## src/design/i80q_pkg.sv

```systemverilog
`timescale 1ns / 1ps
// Shared types and constants for the 8080-style bus master task queue.
// No dependencies; used by every module of the block.
package i80q_pkg;

  localparam int QueueDepthDefault = 8;
  localparam int AddrBits          = 16;
  localparam int FieldW            = 16;
  localparam int ByteW             = 8;

  typedef enum logic {
    CMD_ENQUEUE = 1'b0,
    CMD_TICK    = 1'b1
  } cmd_e;

  typedef enum logic {
    ST_IDLE = 1'b0,
    ST_EXEC = 1'b1
  } state_e;

  // request as classified by the front part
  typedef struct packed {
    cmd_e              command;
    logic              is_read;
    logic              is_data;
    logic [FieldW-1:0] buffer_base;
    logic [FieldW-1:0] transfer_length;
    logic [ByteW-1:0]  buffer_byte;
    logic [ByteW-1:0]  bus_byte;
  } cmd_t;

  // one stored transfer task
  typedef struct packed {
    logic              is_read;
    logic              is_data;
    logic [FieldW-1:0] base;
    logic [FieldW-1:0] length;
  } entry_t;

  typedef struct packed {
    logic              accepted;
    logic              cycle_done;
    logic              rs_level;
    logic              cycle_is_read;
    logic [FieldW-1:0] buffer_address;
    logic [ByteW-1:0]  drive_byte;
    logic [ByteW-1:0]  read_byte;
    logic              task_finished;
    logic              finished_was_read;
    logic [FieldW-1:0] finished_base;
    logic [FieldW-1:0] finished_length;
  } res_t;

endpackage

```

## src/design/i80q_front.sv

```systemverilog
`timescale 1ns / 1ps
// Front part: accepts requests, classifies them and holds them in a two-entry queue.
// Depends on i80q_pkg.
module i80q_front (
  input  logic                            clk_i,
  input  logic                            rst_ni,
  input  logic                            in_valid_i,
  output logic                            in_ready_o,
  input  logic                            command_i,
  input  logic                            is_read_i,
  input  logic                            is_data_i,
  input  logic [i80q_pkg::FieldW-1:0]     buffer_base_i,
  input  logic [i80q_pkg::FieldW-1:0]     transfer_length_i,
  input  logic [i80q_pkg::ByteW-1:0]      buffer_byte_i,
  input  logic [i80q_pkg::ByteW-1:0]      bus_byte_i,
  output logic                            cmd_valid_o,
  input  logic                            cmd_ready_i,
  output i80q_pkg::cmd_t                  cmd_o
);

  i80q_pkg::cmd_t fifo_q [2];
  i80q_pkg::cmd_t new_cmd;
  logic           wr_ptr_q, wr_ptr_d;
  logic           rd_ptr_q, rd_ptr_d;
  logic [1:0]     fill_q, fill_d;
  logic           push, pop;

  assign in_ready_o  = (fill_q != 2'd2);
  assign cmd_valid_o = (fill_q != 2'd0);
  assign cmd_o       = fifo_q[rd_ptr_q];
  assign push        = in_valid_i && in_ready_o;
  assign pop         = cmd_valid_o && cmd_ready_i;

  always_comb begin
    new_cmd.command         = i80q_pkg::cmd_e'(command_i);
    new_cmd.is_read         = is_read_i;
    new_cmd.is_data         = is_data_i;
    new_cmd.buffer_base     = buffer_base_i;
    new_cmd.transfer_length = transfer_length_i;
    new_cmd.buffer_byte     = buffer_byte_i;
    new_cmd.bus_byte        = bus_byte_i;
  end

  always_comb begin
    wr_ptr_d = push ? ~wr_ptr_q : wr_ptr_q;
    rd_ptr_d = pop ? ~rd_ptr_q : rd_ptr_q;
    fill_d   = fill_q;
    if (push && !pop) begin
      fill_d = fill_q + 2'd1;
    end else if (pop && !push) begin
      fill_d = fill_q - 2'd1;
    end
  end

  always_ff @(posedge clk_i or negedge rst_ni) begin
    if (!rst_ni) begin
      wr_ptr_q <= 1'b0;
      rd_ptr_q <= 1'b0;
      fill_q   <= 2'd0;
    end else begin
      wr_ptr_q <= wr_ptr_d;
      rd_ptr_q <= rd_ptr_d;
      fill_q   <= fill_d;
    end
  end

  always_ff @(posedge clk_i) begin
    if (push) begin
      fifo_q[wr_ptr_q] <= new_cmd;
    end
  end

endmodule

```

## src/design/i80q_back.sv

```systemverilog
`timescale 1ns / 1ps
// Back part: task store, head/tail pointers, offset counter and the result register.
// Depends on i80q_pkg.
module i80q_back #(
  parameter int QueueDepth = i80q_pkg::QueueDepthDefault
) (
  input  logic            clk_i,
  input  logic            rst_ni,
  input  logic            cmd_valid_i,
  output logic            cmd_ready_o,
  input  i80q_pkg::cmd_t  cmd_i,
  output logic            out_valid_o,
  input  logic            out_ready_i,
  output i80q_pkg::res_t  res_o
);

  localparam int IdxW = (QueueDepth > 1) ? $clog2(QueueDepth) : 1;
  localparam int CntW = $clog2(QueueDepth + 1);
  localparam logic [IdxW-1:0] LastIdx  = IdxW'(QueueDepth - 1);
  localparam logic [CntW-1:0] DepthCnt = CntW'(QueueDepth);

  i80q_pkg::entry_t task_mem [QueueDepth];
  i80q_pkg::entry_t entry_q;
  i80q_pkg::entry_t wr_entry;
  i80q_pkg::state_e state_q, state_d;
  i80q_pkg::cmd_t   cur_q, cur_d;
  i80q_pkg::res_t   res_q, res_d;
  logic [IdxW-1:0]  head_q, head_d;
  logic [IdxW-1:0]  tail_q, tail_d;
  logic [CntW-1:0]  count_q, count_d;
  logic [i80q_pkg::FieldW-1:0] offset_q, offset_d;
  logic             out_valid_q, out_valid_d;
  logic             out_free, start, mem_we;
  logic [i80q_pkg::FieldW:0]   addr_sum, next_off;
  logic [i80q_pkg::FieldW-1:0] addr_wrap;
  logic             finished;

  assign out_free    = !out_valid_q || out_ready_i;
  assign cmd_ready_o = (state_q == i80q_pkg::ST_IDLE) && out_free;
  assign start       = cmd_valid_i && cmd_ready_o;
  assign out_valid_o = out_valid_q;
  assign res_o       = res_q;

  assign addr_sum = {1'b0, entry_q.base} + {1'b0, offset_q};
  assign next_off = {1'b0, offset_q} + {{i80q_pkg::FieldW{1'b0}}, 1'b1};
  assign finished = (next_off >= {1'b0, entry_q.length});

  // drop address bits above the bus address width
  always_comb begin
    for (int b = 0; b < i80q_pkg::FieldW; b++) begin
      addr_wrap[b] = (b < i80q_pkg::AddrBits) ? addr_sum[b] : 1'b0;
    end
  end

  always_comb begin
    wr_entry.is_read = cmd_i.is_read;
    wr_entry.is_data = cmd_i.is_data;
    wr_entry.base    = cmd_i.buffer_base;
    wr_entry.length  = cmd_i.transfer_length;
  end

  // next state
  always_comb begin
    state_d = state_q;
    case (state_q)
      i80q_pkg::ST_IDLE: begin
        if (start && cmd_i.command == i80q_pkg::CMD_TICK && count_q != '0) begin
          state_d = i80q_pkg::ST_EXEC;
        end
      end
      i80q_pkg::ST_EXEC: state_d = i80q_pkg::ST_IDLE;
      default:           state_d = i80q_pkg::ST_IDLE;
    endcase
  end

  // datapath and outputs
  always_comb begin
    head_d      = head_q;
    tail_d      = tail_q;
    count_d     = count_q;
    offset_d    = offset_q;
    cur_d       = cur_q;
    res_d       = res_q;
    out_valid_d = out_valid_q && !out_ready_i;
    mem_we      = 1'b0;
    case (state_q)
      i80q_pkg::ST_IDLE: begin
        if (start) begin
          cur_d = cmd_i;
          if (cmd_i.command == i80q_pkg::CMD_ENQUEUE) begin
            res_d       = '0;
            out_valid_d = 1'b1;
            if (count_q != DepthCnt) begin
              mem_we         = 1'b1;
              res_d.accepted = 1'b1;
              tail_d         = (tail_q == LastIdx) ? '0 : tail_q + IdxW'(1);
              count_d        = count_q + CntW'(1);
            end
          end else if (count_q == '0) begin
            res_d       = '0;
            out_valid_d = 1'b1;
          end
        end
      end
      i80q_pkg::ST_EXEC: begin
        res_d                = '0;
        out_valid_d          = 1'b1;
        res_d.cycle_done     = 1'b1;
        res_d.rs_level       = entry_q.is_data;
        res_d.cycle_is_read  = entry_q.is_read;
        res_d.buffer_address = addr_wrap;
        if (entry_q.is_read) begin
          res_d.read_byte = cur_q.bus_byte;
        end else begin
          res_d.drive_byte = cur_q.buffer_byte;
        end
        if (finished) begin
          res_d.task_finished     = 1'b1;
          res_d.finished_was_read = entry_q.is_read;
          res_d.finished_base     = entry_q.base;
          res_d.finished_length   = entry_q.length;
          offset_d                = '0;
          head_d                  = (head_q == LastIdx) ? '0 : head_q + IdxW'(1);
          count_d                 = count_q - CntW'(1);
        end else begin
          offset_d = next_off[i80q_pkg::FieldW-1:0];
        end
      end
      default: ;
    endcase
  end

  always_ff @(posedge clk_i or negedge rst_ni) begin
    if (!rst_ni) begin
      state_q     <= i80q_pkg::ST_IDLE;
      head_q      <= '0;
      tail_q      <= '0;
      count_q     <= '0;
      offset_q    <= '0;
      out_valid_q <= 1'b0;
    end else begin
      state_q     <= state_d;
      head_q      <= head_d;
      tail_q      <= tail_d;
      count_q     <= count_d;
      offset_q    <= offset_d;
      out_valid_q <= out_valid_d;
    end
  end

  always_ff @(posedge clk_i) begin
    cur_q <= cur_d;
    res_q <= res_d;
  end

  // task store: one write port at the tail, one registered read port at the head
  always_ff @(posedge clk_i) begin
    if (mem_we) begin
      task_mem[tail_q] <= wr_entry;
    end
    entry_q <= task_mem[head_q];
  end

  assert property (@(posedge clk_i) disable iff (!rst_ni) count_q <= DepthCnt)
    else $error("task count above queue depth");
  assert property (@(posedge clk_i) disable iff (!rst_ni)
                   mem_we |-> count_q != DepthCnt)
    else $error("task written into a full queue");
  assert property (@(posedge clk_i) disable iff (!rst_ni)
                   state_q == i80q_pkg::ST_EXEC |-> count_q != '0 && !out_valid_q)
    else $error("bus access started without a task or a free result slot");
  assert property (@(posedge clk_i) disable iff (!rst_ni)
                   state_q == i80q_pkg::ST_EXEC |=> state_q == i80q_pkg::ST_IDLE && out_valid_q)
    else $error("bus access did not deliver a result");

endmodule

```

## src/design/i80_bus_master_task_queue.sv

```systemverilog
`timescale 1ns / 1ps
// 8080-style parallel bus master with a bounded queue of transfer tasks.
// Results: an enqueue, or a tick on an empty queue, writes the result register when the back
//   part takes it; a tick that performs a bus access passes the EXEC state first, set by the
//   registered read port of the task store. Throughput: one enqueue per cycle while the receiver
//   takes each result; no new request is taken in EXEC. Reset clears pointers, counts and
//   handshakes; the task store is not cleared. Depends on i80q_pkg, i80q_front and i80q_back.
module i80_bus_master_task_queue #(
  parameter int QueueDepth = i80q_pkg::QueueDepthDefault
) (
  input  logic                        clk_i,
  input  logic                        rst_ni,
  input  logic                        in_valid_i,
  output logic                        in_ready_o,
  input  logic                        command_i,
  input  logic                        is_read_i,
  input  logic                        is_data_i,
  input  logic [i80q_pkg::FieldW-1:0] buffer_base_i,
  input  logic [i80q_pkg::FieldW-1:0] transfer_length_i,
  input  logic [i80q_pkg::ByteW-1:0]  buffer_byte_i,
  input  logic [i80q_pkg::ByteW-1:0]  bus_byte_i,
  output logic                        out_valid_o,
  input  logic                        out_ready_i,
  output logic                        accepted_o,
  output logic                        cycle_done_o,
  output logic                        rs_level_o,
  output logic                        cycle_is_read_o,
  output logic [i80q_pkg::FieldW-1:0] buffer_address_o,
  output logic [i80q_pkg::ByteW-1:0]  drive_byte_o,
  output logic [i80q_pkg::ByteW-1:0]  read_byte_o,
  output logic                        task_finished_o,
  output logic                        finished_was_read_o,
  output logic [i80q_pkg::FieldW-1:0] finished_base_o,
  output logic [i80q_pkg::FieldW-1:0] finished_length_o
);

  // request queue between the front and the back part
  logic           cmd_valid;
  logic           cmd_ready;
  i80q_pkg::cmd_t cmd;
  i80q_pkg::res_t res;

  // Accept and classify requests; hold up to two of them while the back part is busy.
  i80q_front u_front (
    .clk_i             (clk_i),
    .rst_ni            (rst_ni),
    .in_valid_i        (in_valid_i),
    .in_ready_o        (in_ready_o),
    .command_i         (command_i),
    .is_read_i         (is_read_i),
    .is_data_i         (is_data_i),
    .buffer_base_i     (buffer_base_i),
    .transfer_length_i (transfer_length_i),
    .buffer_byte_i     (buffer_byte_i),
    .bus_byte_i        (bus_byte_i),
    .cmd_valid_o       (cmd_valid),
    .cmd_ready_i       (cmd_ready),
    .cmd_o             (cmd)
  );

  // Store tasks, perform one bus access per tick on a non-empty queue and hold the result until it is taken.
  i80q_back #(
    .QueueDepth (QueueDepth)
  ) u_back (
    .clk_i       (clk_i),
    .rst_ni      (rst_ni),
    .cmd_valid_i (cmd_valid),
    .cmd_ready_o (cmd_ready),
    .cmd_i       (cmd),
    .out_valid_o (out_valid_o),
    .out_ready_i (out_ready_i),
    .res_o       (res)
  );

  // Spread the result register onto the ports.
  assign accepted_o          = res.accepted;
  assign cycle_done_o        = res.cycle_done;
  assign rs_level_o          = res.rs_level;
  assign cycle_is_read_o     = res.cycle_is_read;
  assign buffer_address_o    = res.buffer_address;
  assign drive_byte_o        = res.drive_byte;
  assign read_byte_o         = res.read_byte;
  assign task_finished_o     = res.task_finished;
  assign finished_was_read_o = res.finished_was_read;
  assign finished_base_o     = res.finished_base;
  assign finished_length_o   = res.finished_length;

endmodule

```

## config.mk

```make
export PLATFORM = sky130hd
export DESIGN_NAME = i80_bus_master_task_queue
export DESIGN_NICKNAME = d
export VERILOG_FILES = /design/src/design/i80q_pkg.sv /design/src/design/i80q_front.sv /design/src/design/i80q_back.sv /design/src/design/i80_bus_master_task_queue.sv
export SDC_FILE = /design/constraint.sdc
export NUM_CORES = 1
export LEC_CHECK = 0
export ABC_AREA = 1
export BUFFER_PORTS_ARGS = -buffer_cell sky130_fd_sc_hd__buf_2
export CAP_MARGIN = 15
export CORE_AREA = 2 2 212 214
export DETAILED_ROUTE_END_ITERATION = 10
export DIE_AREA = 0 0 214 216
export SETUP_SLACK_MARGIN = 0.15
export SLEW_MARGIN = 0
export SYNTH_ARGS = -nofsm -noshare
export SYNTH_HDL_FRONTEND = slang
export SYNTH_SLANG_ARGS = --single-unit
```

## constraint.sdc

```tcl
create_clock -name clk_i -period 4.2 [get_ports clk_i]
set_input_delay 0.21 -clock clk_i [delete_from_list [all_inputs] [get_ports clk_i]]
set_output_delay 0.21 -clock clk_i [all_outputs]
set_load 0.03 [all_outputs]
```

==> impl_metrics.yaml <==
outcome:
  status: "completed"
worst_setup_path:
  crit_buf_inv: 0
  startpoint_type: "flop"
  cp_cell_sequence: "ha_1, nand2_2, nor2_4, nand2_2, nor3_2, nand3_1, xor2_1, ha_1, nand2_1, nor2_1, nand2_1, nand2_1, nor2_1, nand3_4, nand2_4, nand2_1, nand2_1, nand2_1"
  cp_max_fo: 42
  slowest_stage: "dfrtp_1"
  path_delay_family: "simple AND/OR/NAND/NOR gates"
  max_stage_delay_ps: 450
  crit_type: "flop to flop"
  worstPathArrival_ps: 3810
  critPathCaptureType: "flop"
  path_common_cell: "nand2_1"
  crit_required_ps: 4680
synth:
  ys_seq_area_share_pct: 73.3
  synth_area_mm2: 0.0209
  synth_top_area_share_pct: 66.2
  synthTopCellsByArea: "edfxtp_1 66%, nor2_1 6.0%, nand2_1 4.9%"
  synth_edf_count: 460
  synth-main-ff-cell: "edfxtp_1"
  synth_nets: 1802
  ys_async_sr_fraction_pct: 6.08
  synthMostInstantiatedCell: "edfxtp_1"
  ys_ff_latch: 526
  synth_top_cell_by_area: "edfxtp_1"
  yosysWarnings: 0
  syn-instance-count: 1706
  synth.avg_cell_area_um2: 12.2
  synth_top_cells_by_count: "460 x edfxtp_1, 334 x nor2_1, 275 x nand2_1"
  yosysUniqueCellTypes: 43
clock_network:
  htree_levels: 2
  cts_made_buffers: 54
  cts_resized: 0
  cts_tree: "built"
  path_clk_slew_ps: 60
  cts_root_buf: "clkbuf_16"
  clockBufferDepth: 3
  cts_sinks: 526
  clk_latency_ps: 600
global_route:
  grt_pass1_wl_mm: 70.2
  antenna_found_initial: 0
  overflow: 0
  grt_use_total_pct: 19.5
  grt_pass1_vias: 12500
  grt_max_degree: 140
die:
  die_h_um: 216
  die_x_um: 214
  ios: 127
  initial_core_util_pct: 47.6
  die_area_mm2: 0.0462
  coreArea_mm2: 0.0438
  rows: 77
timing:
  tns_ps: 0
  worst_pin_slew_ps: 983
  fin_crit_sh_pct: 79.4
  fmax_mhz: 300
  relSlewSlack_pct: 34.5
  finalCriticalPeriod_ps: 3340
  setup_viol: 0
  slew_viol_final: 0
  rsz0062_at_grt: "no"
  finalHoldViolCount: 0
  finalClockSkew_ps: 17.4
power:
  clock_power_share_pct: 29.1
  ir_worst_vdd_uv: 438
  leakagePower_nw: 9.59
  power_density_mw_per_mm2: 649
  seqPwrFrac_pct: 48.6
  p_sw_w: 0.00497
  power_frac_comb_pct: 22.3
  swShare_pct: 31.3
  internal-power_w: 0.0109
routing:
  viasPerCell: 5.07
  num_vias: 12800
  first_pass_iters: 5
  drt-initial-drc-count: 988
  postRouteAntennaNets: 0
  drt-total-wl_mm: 44.6
  drc_errors: 0
  wl_per_cell_um: 17.6
cells_and_area:
  drive_gt1_share_pct: 13.7
  syn_to_final_growth_pct: 17.3
  stdcell_count: 2529
  nNetsFinal: 1988
  num-fill-cells: 3611
  utilization_pct: 55.9
place:
  gp_congestion: 0.852
  dpl.hpwl_mm: 26.4
  dpl.cell_count: 2376
  port_buffers: 126
min_path:
  hold_path_class: "primary input to flop"
flow_run:
  maxCapViolCount: 0
==> metrics by stage <==
step / cell area, um^2 / hold WS [ps] / worst slack [ps] / total power (W)
after global placement: 22200 / 315 / 998 / 0.0113
after detailed placement: 22200 / 328 / 851 / 0.0114
after floorplan: 20900 / -85.6 / 703 / 0.0102
after CTS: 24500 / 54.8 / 856 / 0.0161
final: 24500 / 95.9 / 864 / 0.0159
after global routing: 24500 / 99.4 / 570 / 0.0167
==> layout make-up <==
cell class | count | area [um^2] | share of cell area, %
Sequential cell | 526 | 15300 | 62.5
Multi-Input combinational cell | 1001 | 4940 | 20.2
Clock buffer | 76 | 1520 | 6.19
Timing Repair Buffer | 203 | 1360 | 5.57
Tap cell | 592 | 741 | 3.03
Inverter | 106 | 398 | 1.63
Clock inverter | 24 | 219 | 0.894
Antenna cell | 1 | 2.50 | 0.0102
==> path summary, 6_finish.rpt <==
check	from	end	slack [ps]	cells past startpoint
hold reg to reg	u_front.fill_q[0]$_DFFE_PN0P_	u_front.fill_q[0]$_DFFE_PN0P_	500	1
hold / removal	out_ready_i	u_back.out_valid_o$_DFF_PN0_	100	3
setup / recovery	u_back.offset_q[0]$_DFFE_PN0P_	u_back.count_q[3]$_DFFE_PN0P_	860	18
setup reg to reg	u_back.offset_q[0]$_DFFE_PN0P_	u_back.count_q[3]$_DFFE_PN0P_	860	18
min in group asynchronous	rst_ni	u_back.offset_q[0]$_DFFE_PN0P_	280	2
max in group asynchronous	rst_ni	u_back.head_q[1]$_DFFE_PN0P_	3330	2
==> worst register-to-register path: cells and delay by family, from the launching register on <==
kind	cells	cell delay, ps
XOR/XNOR	1	210
adder cells (fa/ha/maj)	2	520
flip-flops	1	450
AND/OR/NAND/NOR	15	2060
==> sequential cells by signal, summed over array words and instances, names as in the netlist <==
signal / count
u_front.rd_ptr_q: 1
u_front.fifo_q: 102
u_front.wr_ptr_q: 1
u_back.entry_q: 34
u_back.tail_q: 3
u_back.res_o: 70
u_back.state_q: 1
u_back.out_valid_o: 1
u_back.head_q: 3
u_back.cur_q: 16
u_front.fill_q: 2
u_back.task_mem: 272
u_back.count_q: 4
u_back.offset_q: 16
==> metal layers <==
metal	global-route usage, %	vias up	wire length [um]
met4	6.32	0	1020
met1	28.5	6145	21200
li1	-	6301	-
met3	2.82	75	2120
met2	30.3	294	20300
met5	0	-	0
==> power by group through the flow <==
stage / logic, W / clock network (W) / registers, W
floorplan: 0.00165 / 0 / 0.00852
finish: 0.00354 / 0.00462 / 0.00773
CTS: 0.00360 / 0.00473 / 0.00774
global route: 0.00394 / 0.00493 / 0.00783
global placement: 0.00348 / 0 / 0.00782
detailed placement: 0.00355 / 0 / 0.00785
==> repair_timing <==
action                    CTS  global route
buffers inserted            0             0
hold buffers               52             0
hold endpoints to repair  134             0
==> logic make-up (layout without fill, tap and decap cells) <==
| kind of cell | count (synthesis) | count (layout) | share of synthesized area (%) |
|---|---|---|---|
| compound gates | 275 | 275 | 7.25 |
| xor+xnor | 22 | 22 | 0.923 |
| fa+ha+maj | 41 | 41 | 2.53 |
| buf+inv | 179 | 409 | 3.40 |
| flops | 526 | 526 | 73.3 |
| mux | 1 | 1 | 0.0480 |
| other cells | 0 | 1 | 0 |
| simple gates | 662 | 662 | 12.6 |
==> layout by cell type, fill, tap and decap left out, types with 34 or more instances in the layout <==
| master | instances |
|---|---|
| buf_2 | 126 |
| nand2_1 | 274 |
| nor2_1 | 328 |
| o22ai_1 | 38 |
| ha_1 | 39 |
| a31oi_1 | 34 |
| dlygate4sd3_1 | 52 |
| inv_1 | 97 |
| clkbuf_16 | 55 |
| dfxtp_1 | 34 |
| o21ai_0 | 152 |
| edfxtp_1 | 460 |
(Power assumes the default switching activity.)
